### config.mk
export PLATFORM = sky130hd
export DESIGN_NAME = rgb_to_hsv_8bit_unit
export DESIGN_NICKNAME = d
export VERILOG_FILES = /design/src/rtl/core/rhsv_pkg.sv /design/src/rtl/core/rhsv_prep.sv /design/src/rtl/core/rhsv_cell.sv /design/src/rtl/core/rhsv_post.sv /design/src/rtl/core/rgb_to_hsv_8bit_unit.sv
export SDC_FILE = /design/constraint.sdc
export NUM_CORES = 1
export LEC_CHECK = 0
export BUFFER_PORTS_ARGS = -buffer_cell sky130_fd_sc_hd__buf_2
export CORE_ASPECT_RATIO = 1.1
export CORE_UTILIZATION = 50
export DETAILED_ROUTE_END_ITERATION = 10
export GPL_ROUTABILITY_DRIVEN = 0
export PLACE_DENSITY = 0.69
export SETUP_SLACK_MARGIN = 0.4
export SLEW_MARGIN = 20
export SYNTH_ARGS = -nofsm -noshare
export SYNTH_HDL_FRONTEND = slang
export SYNTH_HIERARCHICAL = 1
export SYNTH_SLANG_ARGS = --single-unit
### constraint.sdc
create_clock -name clk -period 71.5 [get_ports clk]
set_input_delay 14.3 -clock clk [delete_from_list [all_inputs] [get_ports clk]]
set_output_delay 14.3 -clock clk [all_outputs]
set_load 0.02 [all_outputs]
### src/rtl/core/rhsv_pkg.sv
// Shared types and constants for the 8-bit RGB to HSV converter.
// Used by the front stage, the divider cells, the result stage and the top level.
// No dependencies.
package rhsv_pkg;

  // Number of quotient bits, one per divider cell.
  localparam int unsigned QUO_W     = 8;
  localparam int unsigned NUM_CELLS = QUO_W;

  // Hue bases for the largest channel.
  localparam logic [7:0] HUE_BASE_RED   = 8'd0;
  localparam logic [7:0] HUE_BASE_GREEN = 8'd85;
  localparam logic [7:0] HUE_BASE_BLUE  = 8'd171;

  // One long-division lane: partial remainder, numerator bits not yet
  // consumed (most significant first), divisor and quotient so far.
  typedef struct packed {
    logic [7:0]       rem;
    logic [7:0]       num;
    logic [7:0]       den;
    logic [QUO_W-1:0] quo;
  } lane_t;

  // Side information that travels with the item through the cells.
  typedef struct packed {
    logic [7:0] value;
    logic [7:0] base;
    logic       neg;
    logic       grey;
  } side_t;

  // Everything one cell holds for one item.
  typedef struct packed {
    lane_t sat;
    lane_t hue;
    side_t side;
  } cell_t;

endpackage

### src/rtl/core/rhsv_prep.sv
// Front stage of the RGB to HSV converter: max, min, hue sector and numerators.
// Depends on rhsv_pkg.
module rhsv_prep (
  input  logic           clk,
  input  logic           rst_n,
  input  logic           adv,
  input  logic           in_valid,
  input  logic [7:0]     red,
  input  logic [7:0]     green,
  input  logic [7:0]     blue,
  output logic           out_valid,
  output rhsv_pkg::cell_t out_data
);
  import rhsv_pkg::*;

  logic        valid_r;
  cell_t       data_r;
  cell_t       data_nxt;
  logic [7:0]  mx;
  logic [7:0]  mn;
  logic [7:0]  delta;
  logic [7:0]  p;
  logic [7:0]  q;
  logic [7:0]  base;
  logic [7:0]  diff;
  logic [15:0] diff_w;
  logic [15:0] delta_w;
  logic [15:0] sat_num;
  logic [15:0] hue_num;

  // Largest and smallest channel.
  always_comb begin
    mx = red;
    mn = red;
    if (green > mx) mx = green;
    if (blue > mx) mx = blue;
    if (green < mn) mn = green;
    if (blue < mn) mn = blue;
    delta = mx - mn;
  end

  // Hue sector: ties go to red first, then green.
  always_comb begin
    if (mx == red) begin
      base = HUE_BASE_RED;
      p    = green;
      q    = blue;
    end else if (mx == green) begin
      base = HUE_BASE_GREEN;
      p    = blue;
      q    = red;
    end else begin
      base = HUE_BASE_BLUE;
      p    = red;
      q    = green;
    end
    diff = (p >= q) ? (p - q) : (q - p);
  end

  // Numerators: 255 * delta and 43 * |p - q|, both by shifts and adds.
  always_comb begin
    diff_w  = {8'd0, diff};
    delta_w = {8'd0, delta};
    sat_num = (delta_w << 8) - delta_w;
    hue_num = (diff_w << 5) + (diff_w << 3) + (diff_w << 1) + diff_w;

    data_nxt.sat.rem    = sat_num[15:8];
    data_nxt.sat.num    = sat_num[7:0];
    data_nxt.sat.den    = mx;
    data_nxt.sat.quo    = '0;
    data_nxt.hue.rem    = hue_num[15:8];
    data_nxt.hue.num    = hue_num[7:0];
    data_nxt.hue.den    = delta;
    data_nxt.hue.quo    = '0;
    data_nxt.side.value = mx;
    data_nxt.side.base  = base;
    data_nxt.side.neg   = (p < q);
    data_nxt.side.grey  = (delta == 8'd0);
  end

  // Stage register.
  always_ff @(posedge clk) begin
    if (!rst_n) begin
      valid_r <= 1'b0;
    end else if (adv) begin
      valid_r <= in_valid;
    end
  end

  always_ff @(posedge clk) begin
    if (adv) begin
      data_r <= data_nxt;
    end
  end

  assign out_valid = valid_r;
  assign out_data  = data_r;

endmodule

### src/rtl/core/rhsv_cell.sv
// One divider cell: produces one quotient bit for the saturation and hue lanes.
// Depends on rhsv_pkg.
module rhsv_cell (
  input  logic            clk,
  input  logic            rst_n,
  input  logic            adv,
  input  logic            in_valid,
  input  rhsv_pkg::cell_t in_data,
  output logic            out_valid,
  output rhsv_pkg::cell_t out_data
);
  import rhsv_pkg::*;

  logic  valid_r;
  cell_t data_r;
  cell_t data_nxt;

  // One restoring long-division step on a lane.
  function automatic lane_t lane_step(input lane_t l);
    lane_t      res;
    logic [8:0] trial;
    logic [8:0] diff;
    logic       ge;
    trial   = {l.rem, l.num[7]};
    diff    = trial - {1'b0, l.den};
    ge      = (trial >= {1'b0, l.den});
    res.rem = ge ? diff[7:0] : trial[7:0];
    res.num = {l.num[6:0], 1'b0};
    res.den = l.den;
    res.quo = {l.quo[QUO_W-2:0], ge};
    return res;
  endfunction

  // Both lanes step together; side information passes on.
  always_comb begin
    data_nxt.sat  = lane_step(in_data.sat);
    data_nxt.hue  = lane_step(in_data.hue);
    data_nxt.side = in_data.side;
  end

  // Cell register.
  always_ff @(posedge clk) begin
    if (!rst_n) begin
      valid_r <= 1'b0;
    end else if (adv) begin
      valid_r <= in_valid;
    end
  end

  always_ff @(posedge clk) begin
    if (adv) begin
      data_r <= data_nxt;
    end
  end

  assign out_valid = valid_r;
  assign out_data  = data_r;

endmodule

### src/rtl/core/rhsv_post.sv
// Result stage: applies the hue sign and base, the grey override, and
// holds the output item. Depends on rhsv_pkg.
module rhsv_post (
  input  logic            clk,
  input  logic            rst_n,
  input  logic            adv,
  input  logic            in_valid,
  input  rhsv_pkg::cell_t in_data,
  output logic            out_valid,
  output logic [7:0]      hue,
  output logic [7:0]      saturation,
  output logic [7:0]      value
);
  import rhsv_pkg::*;

  logic       valid_r;
  logic [7:0] hue_r;
  logic [7:0] sat_r;
  logic [7:0] value_r;
  logic [7:0] hue_nxt;
  logic [7:0] sat_nxt;
  logic [7:0] offset;

  // Signed offset added to the sector base, wrapping modulo 256.
  always_comb begin
    offset  = in_data.side.neg ? (8'd0 - in_data.hue.quo) : in_data.hue.quo;
    hue_nxt = in_data.side.grey ? 8'd0 : (in_data.side.base + offset);
    sat_nxt = in_data.side.grey ? 8'd0 : in_data.sat.quo;
  end

  // Output register.
  always_ff @(posedge clk) begin
    if (!rst_n) begin
      valid_r <= 1'b0;
    end else if (adv) begin
      valid_r <= in_valid;
    end
  end

  always_ff @(posedge clk) begin
    if (adv) begin
      hue_r   <= hue_nxt;
      sat_r   <= sat_nxt;
      value_r <= in_data.side.value;
    end
  end

  assign out_valid  = valid_r;
  assign hue        = hue_r;
  assign saturation = sat_r;
  assign value      = value_r;

endmodule

### src/rtl/core/rgb_to_hsv_8bit_unit.sv
// RGB to HSV converter for 8-bit pixels: top level with the stream ports.
// Depends on rhsv_pkg, rhsv_prep, rhsv_cell and rhsv_post.
//
// Accepts one pixel per clock and returns one HSV item per pixel, in order.
// From input accept to output valid, an item passes through one front stage
// (max, min, hue sector and numerators), a chain of 8 divider cells that
// each produce one quotient bit of saturation and of hue offset, and one
// output register. The whole chain advances together whenever the output
// register is empty or being taken, so a stall on the output holds every
// stage and throughput is one item per cycle otherwise.
module rgb_to_hsv_8bit_unit (
  input  logic        clk,
  input  logic        rst_n,
  input  logic        in_tvalid,
  output logic        in_tready,
  input  logic [23:0] in_tdata,   // red [7:0], green [15:8], blue [23:16]
  output logic        out_tvalid,
  input  logic        out_tready,
  output logic [23:0] out_tdata   // hue [7:0], saturation [15:8], value [23:16]
);
  import rhsv_pkg::*;

  logic                  adv;
  logic [NUM_CELLS:0]    chain_valid;
  cell_t [NUM_CELLS:0]   chain_data;
  logic [7:0]            hue;
  logic [7:0]            saturation;
  logic [7:0]            value;

  // The chain moves when the output register can take a new item.
  assign adv       = !out_tvalid || out_tready;
  assign in_tready = adv;

  // Front stage.
  rhsv_prep u_prep (
    .clk       (clk),
    .rst_n     (rst_n),
    .adv       (adv),
    .in_valid  (in_tvalid),
    .red       (in_tdata[7:0]),
    .green     (in_tdata[15:8]),
    .blue      (in_tdata[23:16]),
    .out_valid (chain_valid[0]),
    .out_data  (chain_data[0])
  );

  // Chain of divider cells.
  for (genvar i = 0; i < NUM_CELLS; i++) begin : g_cell
    rhsv_cell u_cell (
      .clk       (clk),
      .rst_n     (rst_n),
      .adv       (adv),
      .in_valid  (chain_valid[i]),
      .in_data   (chain_data[i]),
      .out_valid (chain_valid[i+1]),
      .out_data  (chain_data[i+1])
    );
  end

  // Result stage and output register.
  rhsv_post u_post (
    .clk        (clk),
    .rst_n      (rst_n),
    .adv        (adv),
    .in_valid   (chain_valid[NUM_CELLS]),
    .in_data    (chain_data[NUM_CELLS]),
    .out_valid  (out_tvalid),
    .hue        (hue),
    .saturation (saturation),
    .value      (value)
  );

  assign out_tdata = {value, saturation, hue};

`ifndef SYNTH
  // A grey or black pixel has no hue.
  a_grey_hue: assert property (@(posedge clk) disable iff (!rst_n)
    (out_tvalid && (out_tdata[15:8] == 8'd0)) |-> (out_tdata[7:0] == 8'd0))
    else $error("hue nonzero with zero saturation");

  // A black pixel has no saturation.
  a_black_sat: assert property (@(posedge clk) disable iff (!rst_n)
    (out_tvalid && (out_tdata[23:16] == 8'd0)) |-> (out_tdata[15:8] == 8'd0))
    else $error("saturation nonzero with zero value");

  // The hue offset quotient never exceeds 43, about a sixth of the circle.
  a_hue_offset: assert property (@(posedge clk) disable iff (!rst_n)
    (chain_valid[NUM_CELLS] && !chain_data[NUM_CELLS].side.grey)
      |-> (chain_data[NUM_CELLS].hue.quo <= 8'd43))
    else $error("hue offset out of range");
`endif

endmodule

==> metrics.txt, run 1 <==
RSZ-0062 raised after global routing=false; Routed Antenna Nets=0; post-route cell area=between 30000 and 40000 um^2; setup tns final=0 ns; CP startpoint kind=input pin; FF-to-FF Start=u_post/out_valid; via count=between 15000 and 20000; fmax=between 30 and 40 MHz; area post-placement=between 30000 and 40000 um^2; Hold Path End=g_cell[4].u_cell/out_data[7]; Hold Path Class=flip-flop to flip-flop; critical path peak fanout=52; worst setup path class=input pin to output pin; CTS Sinks=580; # resized after CTS=0; max-cap viol count=0; Worst slew margin=approximately 27%; initial antenna violation count=0; nets@finish=2437; ratio of cells with drive above 1 in the final layout=12.8%; vias in the first global route=around 17000; Root Driver=clkbuf_16; die width=about 230 um; Tightest Pin Transition=1.10 ns; Filler cells=4506; R2R depth=4; Tcrit/Tclk final=just over 40%; Reg2Reg Capture Point=g_cell[0].u_cell/out_data[68]; Num CTS Buffers=54; hold-fix buffer count after cts=0; CTS tree=built; final wirelength=48400 um; HPWL Detailed=34700 um; Iteration-0 DRC Markers=960; first-pass iteration count of the detailed router=5; I/O Buffers=53; Post-CTS Setup Inserts=0; Post-Syn Area per Cell=13.7 um^2; I/O pins=54; final setup vio count=0; final hold violations=0; worst skew pair latency=0.59 ns; WHS Path Cells=0; CORE AREA=approximately 57000 um^2; vias per cell=roughly 5.4; CP Data Arrival Time=roughly 15 ns; commonest non-fill, non-tap cell in the layout=edfxtp_1; depth of the CTS H-tree=2; DRC errors left=0; Reg2Reg Setup Slack=67.88 ns; first-pass GRT wire length=around 80000 um; Max Slew Vio Count=0; Syn Inst Count=~2100; Die ar.=59000 um^2; routed len/inst=~16 um; num rows=92; synthesized area=~29000 um^2; largest net degree at the start of global routing=roughly 210; CP required=57.20 ns; grt ovf=0; Initial Util=50.6%; CTS Buffer Depth=3; Die H=~250 um; worst hold start=g_cell[3].u_cell/out_data[7]; outcome=finished, final reports clean; CP endpoint kind=output pin; Final Core Density=55.4%; minimum clock period after layout=29.56 ns; skew final=0.0119 ns; commonest non-fill, non-tap cells in the layout=edfxtp_1, inv_1, ha_1; clock slew at reported path FFs=0.06 ns; Area Growth Syn to Fin=9.47%; Total GRT Usage=16.7%; Diodes inserted=0; Synth Warn #=6
==> worst max path at each step <==
stage                from   endpoint  slack (ns)  cells after the start
2_1_floorplan  out_tready  in_tready       28.85                      1
3_3_place_gp   out_tready  in_tready       41.91                      3
3_5_place_dp   out_tready  in_tready       41.90                      3
4_1_cts        out_tready  in_tready       41.90                      3
5_1_grt        out_tready  in_tready       41.86                      3
6_report       out_tready  in_tready       41.94                      3
==> worst max-delay path, cell delays in order <==
cell	delay, ns
buf_2	0.08
nand2b_4	0.53
buf_2	0.30
==> registers in the layout, summed over array words and instances (netlist names) <==
signal / count
g_cell.u_cell/out_valid: 8
g_cell.u_cell/out_data: 496
u_prep/out_data: 50
u_post/value: 8
u_post/saturation: 8
u_post/hue: 8
u_prep/out_valid: 1
u_post/out_valid: 1
==> metal layers <==
metal | routed length (um) | share of wire [%] | vias to the layer above | GRT usage (%)
met2 | 26000 | 54 | 320 | 32.1
met4 | 1530 | 3.2 | 0 | 6.92
met3 | 1530 | 3.2 | 97 | 2.05
li1 | - | - | 7920 | -
met5 | 0 | 0 | - | 0
met1 | 19300 | 40 | 7693 | 18.5
==> area by class of cell <==
type	count	area, um^2	area share [%]
sequential	580	17300	54.5
multi-input combinational	1251	10600	33.2
timing repair buffer	61	338	1.06
clock buffer	69	1470	4.63
clock inverter	32	279	0.878
tap	752	941	2.96
inverter	230	863	2.72
==> through the flow <==
step / cells / worst slack [ns] / hold WS, ns
after floorplan: 2112 / 28.85 / 0.400
after global placement: 2874 / 41.91 / 0.401
after detailed placement: 2874 / 41.90 / 0.405
after CTS: 2975 / 41.90 / 0.415
after global routing: 2975 / 41.86 / 0.420
final: 2975 / 41.94 / 0.411
Power of run 1 is not shown: default switching activity piles up to over one toggle a cycle in this logic, so the estimate is an artifact.
==> run 2, diff against run 1 <==
- ABC_AREA: unset -> 1
- clock period: 71.5 -> 29.3 ns (I/O delays scaled with it)
==> run 2 against run 1 <==
Net effect:
- setup slack got worse by 27 ns
- die area increased by 6.4%
- core utilization decreased by 0.34 points
- clock skew increased by 0.026 ns
- wire length increased by 14%
- sequential cell count unchanged
- first-iteration DRC count increased by 15%
- area after synthesis increased by 6.5%
- non-clock buffer count decreased by 2
- critical path depth increased by 50
- via count increased by 26%
- largest cell class unchanged
- highest routed layer unchanged
==> metrics.txt, run 2 <==
worst skew pair latency=0.61 ns (was 0.59 ns); Post-CTS Setup Inserts=0 (unchanged); skew final=0.0379 ns (was 0.0119 ns); Area Growth Syn to Fin=8.89% (was 9.47%); area post-placement=31800 um^2 (was 30000 um^2); Post-Syn Area per Cell=10.3 um^2 (was 13.7 um^2); Diodes inserted=0 (unchanged); CP Data Arrival Time=15.05 ns (was 15.26 ns); max FFs per register=496 (unchanged); CP delay by family, top=simple AND/OR/NAND/NOR gates (unchanged); initial antenna violation count=0 (unchanged); I/O pins=54 (unchanged); commonest non-fill, non-tap cells in the layout=nand2_1, edfxtp_1, inv_1 (was edfxtp_1, inv_1, ha_1); grt ovf=0 (unchanged); Final Core Density=55.1% (was 55.4%); placed insts=3842 (was 2874); Pwr per Cell Area=~130 nW/um^2; minimum clock period after layout=~15 ns; routed len/inst=13.9 um (was 16.3 um); CORE AREA=61100 um^2 (was 57300 um^2); worst setup path class=input pin to flip-flop (was input pin to output pin); final wirelength=55000 um (was 48400 um); Worst slew margin=34.0% (was 26.8%); critical path peak fanout=35 (was 52); # resized after CTS=0 (unchanged); Crit path largest cell delay=0.67 ns (was 0.53 ns); Syn Inst Count=3010 (was 2111); final setup vio count=0 (unchanged); final hold violations=0 (unchanged); first-pass iteration count of the detailed router=5 (unchanged); largest net degree at the start of global routing=165 (was 214); I/O Buffers=53 (unchanged); Die H=263 um (was 255 um); setup tns final=0 ns (unchanged); HPWL Detailed=40700 um (was 34700 um); cell mode on critical path=nand2_1 (was buf_2); CP endpoint kind=flip-flop (was output pin); Hold Path Class=flip-flop to flip-flop (unchanged); num rows=95 (was 92); die width=239 um (was 232 um); RSZ-0062 raised after global routing=false (unchanged); Total GRT Usage=17.6% (was 16.7%); commonest non-fill, non-tap cell in the layout=nand2_1 (was edfxtp_1); Iteration-0 DRC Markers=1106 (was 960); Synth Warn #=6 (unchanged); DP Worst Slack=14.14 ns (was 41.90 ns); ratio of cells with drive above 1 in the final layout=9.69% (was 12.8%); DRC errors left=0 (unchanged); Filler cells=5065 (was 4506); CTS Buffer Depth=3 (unchanged); Tcrit/Tclk final=50.2%; Initial Util=50.6% (about the same); fin cells=3942 (was 2975); vias in the first global route=20053 (was 16513); Routed Antenna Nets=0 (unchanged); CTS Sinks=580 (unchanged); Final Power=4.23 mW; CP startpoint kind=input pin (unchanged); max-cap viol count=0 (unchanged); nets@finish=3334 (was 2437); Worst Hold Slack=0.382 ns (was 0.411 ns); Setup WS post-layout=14.58 ns (was 41.94 ns); Max stage delay cell, worst path=nand2_1 (was nand2b_4); Num CTS Buffers=55 (was 54); Leak=approximately 16 nW; post-route cell area=33700 um^2 (was 31800 um^2); Max Slew Vio Count=0 (unchanged); maximum VDD drop=0.0583 mV; synthesized area=30900 um^2 (was 29000 um^2); first-pass GRT wire length=91600 um (was 80100 um); depth of the CTS H-tree=2 (unchanged); outcome=finished, final reports clean (unchanged); Die ar.=62800 um^2 (was 59000 um^2); CP required=29.63 ns (was 57.20 ns); Worst Path Buf+Inv=7 (was 2); via count=20201 (was 16030); vias per cell=5.12 (was 5.39); hold-fix buffer count after cts=0 (unchanged); Root Driver=clkbuf_16 (unchanged); CTS tree=built (unchanged); clock slew at reported path FFs=0.06 ns (about the same); fmax=approximately 68 MHz; Tightest Pin Transition=0.991 ns (was 1.10 ns)
==> run 2: cell count changes in the layout (fill, tap and decap cells not counted), sizes merged, moves of 46 or more <==
cell   before  now
nand2      50  873
mux2i      77    4
xnor2      69   23
inv       232  500
nor2       92  146
nand3      50  268
nor2b      50    0
mux2       95    0
==> run 2: cell type report <==
class | instances | area, um^2 | share of cell area (%)
Clock buffer | 64 | 1410 | 4.19
Clock inverter | 36 | 399 | 1.19
Inverter | 502 | 1890 | 5.61
Multi-Input combinational cell | 1877 | 11300 | 33.5
Sequential cell | 580 | 17300 | 51.5
Tap cell | 824 | 1030 | 3.06
Timing Repair Buffer | 59 | 323 | 0.959
==> run 2: power by group <==
part / switching (mW) / total [mW] / internal, mW
registers: 0.149 / 1.54 / 1.39
clock network: 0.298 / 0.706 / 0.408
logic: 1.25 / 1.99 / 0.739
total: 1.70 / 4.23 / 2.53
==> run 2: worst paths after layout <==
kind                                               startpoint  slack, ns  cells after the start                             to
worst min-delay path            g_cell[3].u_cell/out_data[38]       0.38                      0  g_cell[4].u_cell/out_data[39]
worst max register to register               u_post/out_valid      25.59                      4  g_cell[1].u_cell/out_data[36]
worst min register to register  g_cell[3].u_cell/out_data[38]       0.38                      0  g_cell[4].u_cell/out_data[39]
worst max-delay path                              in_tdata[7]      14.58                     53            u_prep/out_data[46]
==> run 2: routing by layer <==
layer	global-route usage [%]	vias to the layer above	wire, um	share of wire, %
met1	19.4	9411	21500	39
li1	-	10094	-	-
met4	8.84	0	2410	4.4
met5	0	-	0	0
met2	32.8	523	28800	52
met3	2.55	173	2280	4.1
Note: power is estimated with default switching activity, not from simulation.
